==> src/hw/rtl/bfba_pkg.sv <==
// Shared types and constants of the best-fit block allocator.
`timescale 1ns / 1ps

package bfba_pkg;

  localparam int unsigned SizeW  = 16;
  localparam int unsigned IndexW = 4;
  localparam int unsigned ReqW   = 16;

  typedef enum logic [1:0] {
    ST_OK     = 2'd0,
    ST_NO_FIT = 2'd1,
    ST_FULL   = 2'd2
  } status_e;

  typedef enum logic [1:0] {
    S_IDLE,
    S_SCAN,
    S_RESULT
  } state_e;

  typedef struct packed {
    status_e             status;
    logic [IndexW-1:0]   block_index;
    logic [SizeW-1:0]    size_before;
    logic [SizeW-1:0]    size_left;
    logic [ReqW-1:0]     request_number;
  } res_t;

endpackage

==> src/hw/rtl/bfba_if.sv <==
// Handshake channels for request items and result items.
`timescale 1ns / 1ps

interface bfba_req_if;
  logic                         valid;
  logic                         ready;
  logic                         func;
  logic [bfba_pkg::SizeW-1:0]   size;

  modport source (output valid, func, size, input ready);
  modport sink (input valid, func, size, output ready);
endinterface

interface bfba_res_if;
  logic                          valid;
  logic                          ready;
  bfba_pkg::status_e             status;
  logic [bfba_pkg::IndexW-1:0]   block_index;
  logic [bfba_pkg::SizeW-1:0]    size_before;
  logic [bfba_pkg::SizeW-1:0]    size_left;
  logic [bfba_pkg::ReqW-1:0]     request_number;

  modport source (output valid, status, block_index, size_before, size_left,
                  request_number, input ready);
  modport sink (input valid, status, block_index, size_before, size_left,
                request_number, output ready);
endinterface

==> src/hw/rtl/bfba_mem.sv <==
// Free-size table: one write port, one read port with registered read data.
`timescale 1ns / 1ps

module bfba_mem #(
  parameter int unsigned DEPTH = 16,
  parameter int unsigned WIDTH = 16,
  localparam int unsigned AW = (DEPTH > 1) ? $clog2(DEPTH) : 1
) (
  input  logic             clk_i,
  input  logic             we_i,
  input  logic [AW-1:0]    waddr_i,
  input  logic [WIDTH-1:0] wdata_i,
  input  logic [AW-1:0]    raddr_i,
  output logic [WIDTH-1:0] rdata_o
);

  logic [WIDTH-1:0] mem_q [DEPTH];
  logic [WIDTH-1:0] rdata_q;

  always_ff @(posedge clk_i) begin
    if (we_i) begin
      mem_q[waddr_i] <= wdata_i;
    end
  end

  always_ff @(posedge clk_i) begin
    rdata_q <= mem_q[raddr_i];
  end

  assign rdata_o = rdata_q;

endmodule

==> src/hw/rtl/bfba_ctrl.sv <==
// Sequencer: loads entries, scans the table for the best fit, writes back.
`timescale 1ns / 1ps

module bfba_ctrl #(
  parameter int unsigned MAX_BLOCKS = 16,
  parameter int unsigned SIZE_BITS  = 16,
  localparam int unsigned IW = (MAX_BLOCKS > 1) ? $clog2(MAX_BLOCKS) : 1,
  localparam int unsigned LW = $clog2(MAX_BLOCKS + 1)
) (
  input  logic                 clk_i,
  input  logic                 rst_ni,
  input  logic                 req_valid_i,
  output logic                 req_ready_o,
  input  logic                 req_func_i,
  input  logic [SIZE_BITS-1:0] req_size_i,
  output logic                 mem_we_o,
  output logic [IW-1:0]        mem_waddr_o,
  output logic [SIZE_BITS-1:0] mem_wdata_o,
  output logic [IW-1:0]        mem_raddr_o,
  input  logic [SIZE_BITS-1:0] mem_rdata_i,
  output logic                 res_push_o,
  output bfba_pkg::res_t       res_o,
  input  logic                 slot_free_i
);

  import bfba_pkg::*;

  state_e               state_q, state_d;
  logic                 func_q, func_d;
  logic [SIZE_BITS-1:0] size_q, size_d;
  logic [LW-1:0]        loaded_q, loaded_d;
  logic [ReqW-1:0]      req_q, req_d;
  logic [LW-1:0]        rd_ptr_q, rd_ptr_d;
  logic [IW-1:0]        cmp_idx_q, cmp_idx_d;
  logic                 found_q, found_d;
  logic [IW-1:0]        best_idx_q, best_idx_d;
  logic [SIZE_BITS-1:0] best_val_q, best_val_d;

  logic                 accept;
  logic                 full;
  logic                 last;
  logic                 take;
  logic [SIZE_BITS-1:0] place_left;
  logic [31:0]          idx_ext;
  logic [31:0]          before_ext;
  logic [31:0]          left_ext;

  assign accept     = req_valid_i && (state_q == S_IDLE);
  assign full       = (loaded_q == LW'(MAX_BLOCKS));
  assign last       = ((LW'(cmp_idx_q) + LW'(1)) == loaded_q);
  // Strict less-than keeps the lowest index among equal sizes.
  assign take       = (mem_rdata_i >= size_q) && (!found_q || (mem_rdata_i < best_val_q));
  assign place_left = best_val_q - size_q;

  // Next state.
  always_comb begin
    state_d = state_q;
    unique case (state_q)
      S_IDLE: begin
        if (accept) begin
          if (req_func_i && (loaded_q != '0)) begin
            state_d = S_SCAN;
          end else begin
            state_d = S_RESULT;
          end
        end
      end
      S_SCAN: begin
        if (last) begin
          state_d = S_RESULT;
        end
      end
      S_RESULT: begin
        if (slot_free_i) begin
          state_d = S_IDLE;
        end
      end
      default: state_d = S_IDLE;
    endcase
  end

  // Datapath registers.
  always_comb begin
    func_d     = func_q;
    size_d     = size_q;
    loaded_d   = loaded_q;
    req_d      = req_q;
    rd_ptr_d   = rd_ptr_q;
    cmp_idx_d  = cmp_idx_q;
    found_d    = found_q;
    best_idx_d = best_idx_q;
    best_val_d = best_val_q;
    case (state_q)
      S_IDLE: begin
        if (accept) begin
          func_d    = req_func_i;
          size_d    = req_size_i;
          rd_ptr_d  = LW'(1);
          cmp_idx_d = '0;
          if (!req_func_i) begin
            found_d    = !full;
            best_idx_d = loaded_q[IW-1:0];
            if (!full) begin
              loaded_d = loaded_q + LW'(1);
            end
          end else begin
            req_d   = req_q + ReqW'(1);
            found_d = 1'b0;
          end
        end
      end
      S_SCAN: begin
        rd_ptr_d  = rd_ptr_q + LW'(1);
        cmp_idx_d = cmp_idx_q + IW'(1);
        if (take) begin
          found_d    = 1'b1;
          best_idx_d = cmp_idx_q;
          best_val_d = mem_rdata_i;
        end
      end
      default: ;
    endcase
  end

  // Outputs.
  always_comb begin
    req_ready_o = 1'b0;
    mem_we_o    = 1'b0;
    mem_waddr_o = loaded_q[IW-1:0];
    mem_wdata_o = req_size_i;
    mem_raddr_o = '0;
    res_push_o  = 1'b0;
    unique case (state_q)
      S_IDLE: begin
        req_ready_o = 1'b1;
        mem_we_o    = accept && !req_func_i && !full;
      end
      S_SCAN: begin
        if (rd_ptr_q < loaded_q) begin
          mem_raddr_o = rd_ptr_q[IW-1:0];
        end
      end
      S_RESULT: begin
        res_push_o = slot_free_i;
        // Rewriting the same value while the result waits is harmless.
        if (func_q && found_q) begin
          mem_we_o    = 1'b1;
          mem_waddr_o = best_idx_q;
          mem_wdata_o = place_left;
        end
      end
      default: ;
    endcase
  end

  // Result fields, formed from the registers held in the result state.
  always_comb begin
    idx_ext    = found_q ? 32'(best_idx_q) : 32'd0;
    before_ext = (func_q && found_q) ? 32'(best_val_q) : 32'd0;
    if (!found_q) begin
      left_ext = 32'd0;
    end else if (func_q) begin
      left_ext = 32'(place_left);
    end else begin
      left_ext = 32'(size_q);
    end
    if (found_q) begin
      res_o.status = ST_OK;
    end else if (func_q) begin
      res_o.status = ST_NO_FIT;
    end else begin
      res_o.status = ST_FULL;
    end
    res_o.block_index    = idx_ext[IndexW-1:0];
    res_o.size_before    = before_ext[SizeW-1:0];
    res_o.size_left      = left_ext[SizeW-1:0];
    res_o.request_number = func_q ? req_q : '0;
  end

  always_ff @(posedge clk_i or negedge rst_ni) begin
    if (!rst_ni) begin
      state_q  <= S_IDLE;
      loaded_q <= '0;
      req_q    <= '0;
      found_q  <= 1'b0;
      func_q   <= 1'b0;
    end else begin
      state_q  <= state_d;
      loaded_q <= loaded_d;
      req_q    <= req_d;
      found_q  <= found_d;
      func_q   <= func_d;
    end
  end

  always_ff @(posedge clk_i) begin
    size_q     <= size_d;
    rd_ptr_q   <= rd_ptr_d;
    cmp_idx_q  <= cmp_idx_d;
    best_idx_q <= best_idx_d;
    best_val_q <= best_val_d;
  end

endmodule

==> src/hw/rtl/best_fit_block_allocator.sv <==
// Best-fit block allocator: a table of free block sizes is filled by load
// items, and each place item takes its request from the smallest block that
// still fits (lowest index on ties), reporting index, size before, size left
// and a running request number. One result comes back per item. A load goes
// straight from idle to the result state; a place with blocks loaded first
// scans them, reading the free-size memory through its single read port
// one entry per cycle. A finished result sits in an output register, so the
// next item is taken while it waits.
`timescale 1ns / 1ps

module best_fit_block_allocator #(
  parameter int unsigned MAX_BLOCKS = 16,
  parameter int unsigned SIZE_BITS  = 16
) (
  input  logic        clk_i,
  input  logic        rst_ni,
  bfba_req_if.sink    req_i,
  bfba_res_if.source  res_o
);

  import bfba_pkg::*;

  localparam int unsigned IW = (MAX_BLOCKS > 1) ? $clog2(MAX_BLOCKS) : 1;

  logic [31:0]          size_ext;
  logic [SIZE_BITS-1:0] size_in;
  logic                 mem_we;
  logic [IW-1:0]        mem_waddr;
  logic [SIZE_BITS-1:0] mem_wdata;
  logic [IW-1:0]        mem_raddr;
  logic [SIZE_BITS-1:0] mem_rdata;
  logic                 res_push;
  res_t                 res_new;
  logic                 slot_free;
  logic                 out_valid_q, out_valid_d;
  res_t                 out_q;

  // Sizes are taken modulo 2^SIZE_BITS.
  assign size_ext = 32'(req_i.size);
  assign size_in  = size_ext[SIZE_BITS-1:0];

  bfba_mem #(
    .DEPTH (MAX_BLOCKS),
    .WIDTH (SIZE_BITS)
  ) u_mem (
    .clk_i   (clk_i),
    .we_i    (mem_we),
    .waddr_i (mem_waddr),
    .wdata_i (mem_wdata),
    .raddr_i (mem_raddr),
    .rdata_o (mem_rdata)
  );

  bfba_ctrl #(
    .MAX_BLOCKS (MAX_BLOCKS),
    .SIZE_BITS  (SIZE_BITS)
  ) u_ctrl (
    .clk_i       (clk_i),
    .rst_ni      (rst_ni),
    .req_valid_i (req_i.valid),
    .req_ready_o (req_i.ready),
    .req_func_i  (req_i.func),
    .req_size_i  (size_in),
    .mem_we_o    (mem_we),
    .mem_waddr_o (mem_waddr),
    .mem_wdata_o (mem_wdata),
    .mem_raddr_o (mem_raddr),
    .mem_rdata_i (mem_rdata),
    .res_push_o  (res_push),
    .res_o       (res_new),
    .slot_free_i (slot_free)
  );

  // Output register: free when empty or when its transfer completes now.
  assign slot_free = !out_valid_q || res_o.ready;

  always_comb begin
    out_valid_d = out_valid_q;
    if (res_push) begin
      out_valid_d = 1'b1;
    end else if (res_o.ready) begin
      out_valid_d = 1'b0;
    end
  end

  always_ff @(posedge clk_i or negedge rst_ni) begin
    if (!rst_ni) begin
      out_valid_q <= 1'b0;
    end else begin
      out_valid_q <= out_valid_d;
    end
  end

  always_ff @(posedge clk_i) begin
    if (res_push) begin
      out_q <= res_new;
    end
  end

  assign res_o.valid          = out_valid_q;
  assign res_o.status         = out_q.status;
  assign res_o.block_index    = out_q.block_index;
  assign res_o.size_before    = out_q.size_before;
  assign res_o.size_left      = out_q.size_left;
  assign res_o.request_number = out_q.request_number;

endmodule

==> src/flat_wrapper.sv <==
// flat-port wrapper written by rule: the top's interface ports become plain ports
module best_fit_block_allocator_flat import bfba_pkg::*;
#(
  parameter int unsigned MAX_BLOCKS = 16,
  parameter int unsigned SIZE_BITS  = 16
)
  (clk_i, rst_ni, req_i_valid, req_i_func, req_i_size, req_i_ready, res_o_valid, res_o_status, res_o_block_index, res_o_size_before, res_o_size_left, res_o_request_number, res_o_ready);
  bfba_req_if req_i_i ();
  bfba_res_if res_o_i ();
  input  logic clk_i;
  input  logic rst_ni;
  input wire logic [$bits(req_i_i.valid)-1:0] req_i_valid;
  input wire logic [$bits(req_i_i.func)-1:0] req_i_func;
  input wire logic [$bits(req_i_i.size)-1:0] req_i_size;
  output wire logic [$bits(req_i_i.ready)-1:0] req_i_ready;
  output wire logic [$bits(res_o_i.valid)-1:0] res_o_valid;
  output wire logic [$bits(res_o_i.status)-1:0] res_o_status;
  output wire logic [$bits(res_o_i.block_index)-1:0] res_o_block_index;
  output wire logic [$bits(res_o_i.size_before)-1:0] res_o_size_before;
  output wire logic [$bits(res_o_i.size_left)-1:0] res_o_size_left;
  output wire logic [$bits(res_o_i.request_number)-1:0] res_o_request_number;
  input wire logic [$bits(res_o_i.ready)-1:0] res_o_ready;
  assign req_i_i.valid = req_i_valid;
  assign req_i_i.func = req_i_func;
  assign req_i_i.size = req_i_size;
  assign req_i_ready = req_i_i.ready;
  assign res_o_valid = res_o_i.valid;
  assign res_o_status = res_o_i.status;
  assign res_o_block_index = res_o_i.block_index;
  assign res_o_size_before = res_o_i.size_before;
  assign res_o_size_left = res_o_i.size_left;
  assign res_o_request_number = res_o_i.request_number;
  assign res_o_i.ready = res_o_ready;
  best_fit_block_allocator #(.MAX_BLOCKS(MAX_BLOCKS), .SIZE_BITS(SIZE_BITS)) u_core (.clk_i(clk_i), .rst_ni(rst_ni), .req_i(req_i_i), .res_o(res_o_i));
endmodule
==> config.mk <==
export PLATFORM = sky130hd
export DESIGN_NAME = best_fit_block_allocator_flat
export DESIGN_NICKNAME = d
export VERILOG_FILES = /design/src/hw/rtl/bfba_pkg.sv /design/src/hw/rtl/bfba_if.sv /design/src/hw/rtl/bfba_mem.sv /design/src/hw/rtl/bfba_ctrl.sv /design/src/hw/rtl/best_fit_block_allocator.sv /design/src/flat_wrapper.sv
export SDC_FILE = /design/constraint.sdc
export NUM_CORES = 1
export LEC_CHECK = 0
export ABC_AREA = 1
export BUFFER_PORTS_ARGS = -buffer_cell sky130_fd_sc_hd__buf_2
export CAP_MARGIN = 25
export CORE_AREA = 2 2 185 187
export DETAILED_ROUTE_END_ITERATION = 10
export DIE_AREA = 0 0 187 189
export PLACE_DENSITY = 0.73
export SLEW_MARGIN = 20
export SYNTH_ARGS = -nofsm -noshare
export SYNTH_HDL_FRONTEND = slang
export SYNTH_HIERARCHICAL = 1
export SYNTH_SLANG_ARGS = --single-unit
export TNS_END_PERCENT = 50
==> constraint.sdc <==
create_clock -name clk_i -period 3.3 [get_ports clk_i]
set_input_delay 0.66 -clock clk_i [delete_from_list [all_inputs] [get_ports clk_i]]
set_output_delay 0.66 -clock clk_i [all_outputs]
set_load 0.02 [all_outputs]
==> results of run 1 <==
sequential cells by signal (all words and copies together), names as in the netlist:
| register | count |
|---|---|
| u_core/res_o.request_number | 16 |
| u_core/u_ctrl/size_q | 16 |
| u_core/u_ctrl/best_val_q | 16 |
| u_core/u_ctrl/best_idx_q | 4 |
| u_core/u_ctrl/req_q | 16 |
| u_core/res_o.valid | 1 |
| u_core/u_ctrl/func_q | 1 |
| u_core/u_ctrl/found_q | 1 |
| u_core/res_o.status | 2 |
| u_core/u_ctrl/cmp_idx_q | 4 |
| u_core/u_mem/mem_q | 256 |
| u_core/u_ctrl/state_q | 2 |
| u_core/u_ctrl/rd_ptr_q | 5 |
| u_core/u_mem/rdata_o | 16 |
| u_core/res_o.size_left | 16 |
| u_core/u_ctrl/loaded_q | 5 |
| u_core/res_o.block_index | 4 |
| u_core/res_o.size_before | 16 |
cell families after synthesis:
logic type / Yosys count / synth area share [%]
xor+xnor: 33 / 1.591
compound gates: 91 / 2.638
flops: 397 / 64.02
buf+inv: 365 / 8.181
simple gates: 837 / 19.68
fa+ha+maj: 56 / 3.898
final timing paths:
kind | slack [ns] | cells after the start | startpoint | end
setup / recovery | 0.39 | 11 | u_core/u_ctrl/loaded_q[2] | u_core/u_mem/rdata_o[8]
hold / removal | 0.15 | 1 | rst_ni | u_core/u_ctrl/req_q[9]
max in group asynchronous | 2.72 | 1 | rst_ni | u_core/u_ctrl/loaded_q[1]
hold reg to reg | 0.47 | 0 | u_core/u_mem/rdata_o[0] | u_core/u_ctrl/best_val_q[0]
min in group clk_i | 0.33 | 1 | req_i_size[7] | u_core/u_ctrl/size_q[7]
setup reg to reg | 0.39 | 11 | u_core/u_ctrl/loaded_q[2] | u_core/u_mem/rdata_o[8]
worst reg2reg max path, stage by stage (launching register included):
cell and delay [ns]:
dfrtp_1 0.42, inv_1 0.12, ha_1 0.33, a21oi_1 0.17
o221ai_1 0.34, nor2_4 0.24, buf_12 0.42, nand2_1 0.27
nand3_1 0.11, nand3_1 0.09, nand3_1 0.21, nand2_1 0.08
cell type report:
class / count / area, µm²
clock buffer: 65 / 1189
clock inverter: 10 / 102.6
fill: 2626 / 12670
inverter: 303 / 1139
multi-input combinational: 1017 / 5086
sequential: 397 / 11630
tap: 448 / 560.5
timing repair buffer: 135 / 898.4
where the power goes:
group          internal, mW  switching (mW)
Combinational          1.74            4.07
Clock                  2.63            1.80
Sequential             6.71           0.458
per-layer routing:
layer	track usage [%]	part of all wire (%)
met2	38.43	47
met3	4.152	7.9
met4	8.364	3.4
met1	31.84	42
met5	0	0
stage by stage:
step	hold WS [ns]	area [µm²]	total power [mW]
finish	0.1482	20610	17.41
global route	0.1774	20610	18.42
CTS	0.1642	20610	17.44
detailed placement	0.4364	19310	13.00
global placement	0.4347	19310	12.84
floorplan	0.3644	18170	11.12
layout by cell type (no fill, tap or decap), types with 11 or more instances in the layout:
| cell | instances |
|---|---|
| nand2_1 | 499 |
| edfxtp_1 | 355 |
| inv_1 | 299 |
| nand3_1 | 225 |
| buf_2 | 76 |
| nor2_1 | 72 |
| ha_1 | 55 |
| buf_4 | 53 |
| o21ai_0 | 44 |
| clkbuf_16 | 43 |
| a21oi_1 | 37 |
| dfrtp_1 | 26 |
| xor2_1 | 22 |
| clkbuf_1 | 19 |
| dfxtp_1 | 16 |
| xnor2_1 | 11 |
==> flow_summary.toml, run 1 <==
[run_status]
status = "complete, no violations"

[sta]
final-setup-viol-count = 0
fmax_ghz = 0.3435
clock_skew_ns = 0.01920
relSlewSlack_pct = 51.00
finalWorstSetupSlack_ns = 0.3885
hold_viol = 0
grt_setup_unrepaired = "no"
slew_viol_final = 0
tns_ns = 0
worst_slew_pin_slew_ns = 0.7350
period_needed_ns = 2.911
period_share_pct = 88.23

[final_layout]
areaGrowthSynthToFinish_pct = 13.41
instances_no_fill = 2375
final_util_pct = 61.92
antenna_cells = 0
fin_nets = 1972
drive_above_1_share_pct = 11.05

[logic_synthesis]
ys_seq_area_share_pct = 64.02
synthCells = 1779
synth.most_common_cell = "nand2_1"
yosys-top-cells-count = "499 x nand2_1, 355 x edfxtp_1, 299 x inv_1"
yosysWarnings = 6
synth_top_area_cell = "edfxtp_1"
avgSynthCellArea_um2 = 10.21
syn_area_mm2 = 0.01817
ys_ff_latch = 397
ys_types = 40
synthTopCellsByArea = "edfxtp_1 59%, nand2_1 10%, nand3_1 6.2%, inv_1 6.2%, ha_1 3.8%"
synth_top_area_share_pct = 58.67
synth_edf_count = 355
synthArstFlopShare_pct = 6.549
synth_top_flop_cell = "edfxtp_1"
synth_nets = 1856

[pwr]
power.density_mw_per_mm2 = 844.7
ir_drop_uv = 496.7
power_leakage_nw = 9.179

[routing]
drc = 0
vias_per_cell = 5.350
wirelength_um = 41200
dr.pass1.iters = 6
ant_nets = 0
drtIter0Drc = 1204
vias = 12707
wire_per_inst_um = 17.35

[global_route]
antenna_found_initial = 0
overflow = 0
grt_pass1_wl_um = 65140
grt_max_degree = 129
grt_usage_pct = 23.49
grt_pass1_vias = 12191

[worst_setup_path]
required_ns = 3.71
path_common_cell = "nand3_1"
cpMaxStageDelayCell = "dfrtp_1"
crit_arrival_ns = 3.32
crit_chain = "inv_1 > ha_1 > a21oi_1 > o221ai_1 > nor2_4 > buf_12 > nand2_1 > nand3_1 > nand3_1 > nand3_1 > nand2_1"
crit_type = "flip-flop to flip-flop"
critPathTopFamily = "simple AND/OR/NAND/NOR gates"
crit_buf_inv = 2
cp_max_fo = 128
cp-end-kind = "flip-flop"
critical-path-max-stage-delay_ns = 0.42
critPathLaunchType = "flip-flop"

[clocking]
clkTransAtPathRegs_ns = 0.06
cts_tree = "built"
cts_resized = 0
post-cts-setup-buffers = 0
ctsHoldBuffers = 0
htreeDepth = 2
worstSkewPairLatency_ns = 0.53
clockBufferDepth = 3
cts_root_buf = "clkbuf_16"
cts_sinks = 397
numCtsBuffers = 41

[die]
start_util_pct = 54.59
die_y_um = 189
die_area_mm2 = 0.03534
die_w_um = 187
core.rowCount = 67
io_pins = 77
core_mm2 = 0.03328

[min_path]
hold_path_class = "input port to asynchronous set/reset pin"

[place]
dp.cells = 2300
place_congestion = 0.9511
place_hpwl_um = 27320
dp_worst_setup_slack_ns = 0.5276
portBuffers = 76

[run]
maxCapViolCount = 0
Note: power is estimated with default switching activity, not from simulation.
==> run 2: changes to the inputs <==
Settings changed: CORE_AREA 2 2 185 187 to 2 2 184 186, DIE_AREA 0 0 187 189 to 0 0 186 188.
==> run 2 against run 1 <==
Compared with the run above: setup slack got worse by 0.040 ns; final cell count fell by 0.42%; cell area barely moved; register-to-register slack got worse by 0.04 ns; critical endpoint is now u_core/u_mem/rdata_o[12]; largest cell class unchanged; largest power group unchanged; highest routed layer unchanged.
==> flow_summary.toml, run 2 (synthesis gave the netlist of run 1 again) <==
[clocking]
cts_sinks = 397
cts_resized = 0
cts_tree = "built"
ctsHoldBuffers = 0
worstSkewPairLatency_ns = 0.54
clkTransAtPathRegs_ns = 0.06
numCtsBuffers = 41
post-cts-setup-buffers = 0
cts_root_buf = "clkbuf_16"
clockBufferDepth = 3
htreeDepth = 2

[routing]
dr.pass1.iters = 5
wirelength_um = 41330
vias = 12587
vias_per_cell = 5.322
drtIter0Drc = 1186
wire_per_inst_um = 17.47
drc = 0
ant_nets = 0

[final_layout]
top_register = "u_core/u_mem/mem_q"
largest_reg_flops = 256
regArea_mm2 = 0.01163
areaGrowthSynthToFinish_pct = 13.33
multi_input_area_mm2 = 0.005104
drive_above_1_share_pct = 11.27
final_cell_mix = "499 x nand2_1, 355 x edfxtp_1, 299 x inv_1"
layout.cells.most_common = "nand2_1"
fin_nets = 1960
num-fill-cells = 2589
final_util_pct = 62.18

[sta]
hold_viol = 0
fmax_ghz = 0.3389
period_needed_ns = 2.951
final-setup-viol-count = 0
clock_skew_ns = 0.01781
worst_slew_pin_slew_ns = 0.8294
grt_setup_unrepaired = "no"
period_share_pct = 89.43
tns_ns = 0
slew_viol_final = 0
relSlewSlack_pct = 44.71

[worst_setup_path]
required_ns = 3.72
r2r_start = "u_core/u_ctrl/loaded_q[2]"
crit_arrival_ns = 3.37
path_common_cell = "nand2_1"
crit_type = "flip-flop to flip-flop"
cp_max_fo = 35
cpMaxStageDelayCell = "clkinv_2"
reg2reg_to = "u_core/u_mem/rdata_o[12]"
r2r_setup_slack_ns = 0.35
endpoint = "u_core/u_mem/rdata_o[12]"
startpoint = "u_core/u_ctrl/loaded_q[2]"
critical-path-max-stage-delay_ns = 0.45
crit_chain = "inv_1 > ha_1 > a21oi_1 > o221ai_1 > nor2_4 > clkinv_2 > buf_12 > nand2_1 > nand2_1 > nand2_1 > nand3_1 > nand3_1 > nand2_1"
ff2ff_path_depth = 13
cp-end-kind = "flip-flop"
critPathLaunchType = "flip-flop"

[global_route]
grt_pass1_wl_um = 65210
antenna_found_initial = 1
grt_pass1_vias = 12395
overflow = 0
grt_usage_pct = 24.15
grt_max_degree = 129

[die]
core_mm2 = 0.03311
core.rowCount = 67
start_util_pct = 54.87
die_y_um = 188
io_pins = 77
die_area_mm2 = 0.03497
die_w_um = 186

[place]
place_congestion = 0.9116
portBuffers = 76
place_hpwl_um = 26700

[pwr]
seqPwrFrac_pct = 41.3
power_switching_mw = 6.333
clkPwrFrac_pct = 25.7
power.density_mw_per_mm2 = 844.5
power_leakage_nw = 9.148
pwr-share-comb_pct = 33.0
ir_drop_uv = 448.5
p_int_mw = 11.06
switching_share_pct = 36.42

[min_path]
hold_path_class = "input port to asynchronous set/reset pin"

[run]
maxCapViolCount = 0

[run_status]
status = "complete, no violations"
[run 2: changes by cell type in the layout (fill, tap and decap cells not counted)]
cell,delta
buf_12,+2
clkinv_8,+2
nor2_1,-7
inv_6,+1
clkinv_1,+3
clkbuf_16,-2
nor2_2,+7
buf_4,-14
clkinvlp_4,+1
clkinv_2,+3
diode_2,+1
clkbuf_1,-10
clkbuf_8,+3
[run 2: metal layers]
| layer | GRT usage, % | vias to the layer above | routed length, µm |
|---|---|---|---|
| li1 | - | 6005 | - |
| met1 | 31.78 | 6009 | 17240 |
| met2 | 41.48 | 481 | 20380 |
| met3 | 3.205 | 92 | 2397 |
| met4 | 7.692 | 0 | 1303 |
| met5 | 0 | - | 0 |
[run 2: per-stage QoR]
step | hold WS, ns | instances | power (mW) | setup WS [ns] | area (µm²)
global placement | 0.4619 | 2288 | 12.77 | 0.4386 | 19270
global route | 0.1847 | 2365 | 18.42 | 0.1573 | 20590
detailed placement | 0.4746 | 2288 | 12.95 | 0.3669 | 19270
floorplan | 0.3644 | 1779 | 11.12 | 0.5194 | 18170
finish | 0.1407 | 2365 | 17.39 | 0.3489 | 20590
CTS | 0.1586 | 2364 | 17.43 | 0.3615 | 20590
[run 2: layout make-up]
type	count	area share, %
Antenna cell	1	0.01215
Clock buffer	56	5.548
Clock inverter	20	0.8629
Inverter	303	5.530
Multi-Input combinational cell	1017	24.79
Sequential cell	397	56.49
Tap cell	448	2.722
Timing Repair Buffer	123	4.047
[run 2: power groups by stage]
stage,clock network (mW),logic (mW),registers [mW]
after global placement,0,5.52,7.25
after global routing,4.74,6.41,7.27
after floorplan,0,3.69,7.42
after detailed placement,0,5.67,7.28
after CTS,4.54,5.72,7.18
final,4.47,5.73,7.18
[run 2: worst min path at each step]
stage	startpoint	endpoint	slack, ns	cells past startpoint
2_1_floorplan	rst_ni	u_core/res_o.valid	0.36	0
3_3_place_gp	u_core/u_ctrl/req_q[15]	u_core/u_ctrl/req_q[15]	0.46	1
3_5_place_dp	u_core/u_ctrl/req_q[15]	u_core/u_ctrl/req_q[15]	0.47	1
4_1_cts	rst_ni	u_core/u_ctrl/req_q[8]	0.16	1
5_1_grt	rst_ni	u_core/u_ctrl/req_q[9]	0.18	1
6_report	rst_ni	u_core/u_ctrl/req_q[8]	0.14	1
[run 2: worst max-delay path, delay by kind of cell (launching register included)]
kind / cells / cell delay (ns)
compound gates: 2 / 0.46
fa+ha+maj: 1 / 0.32
buf+inv: 3 / 0.93
flops: 1 / 0.41
simple gates: 7 / 0.68
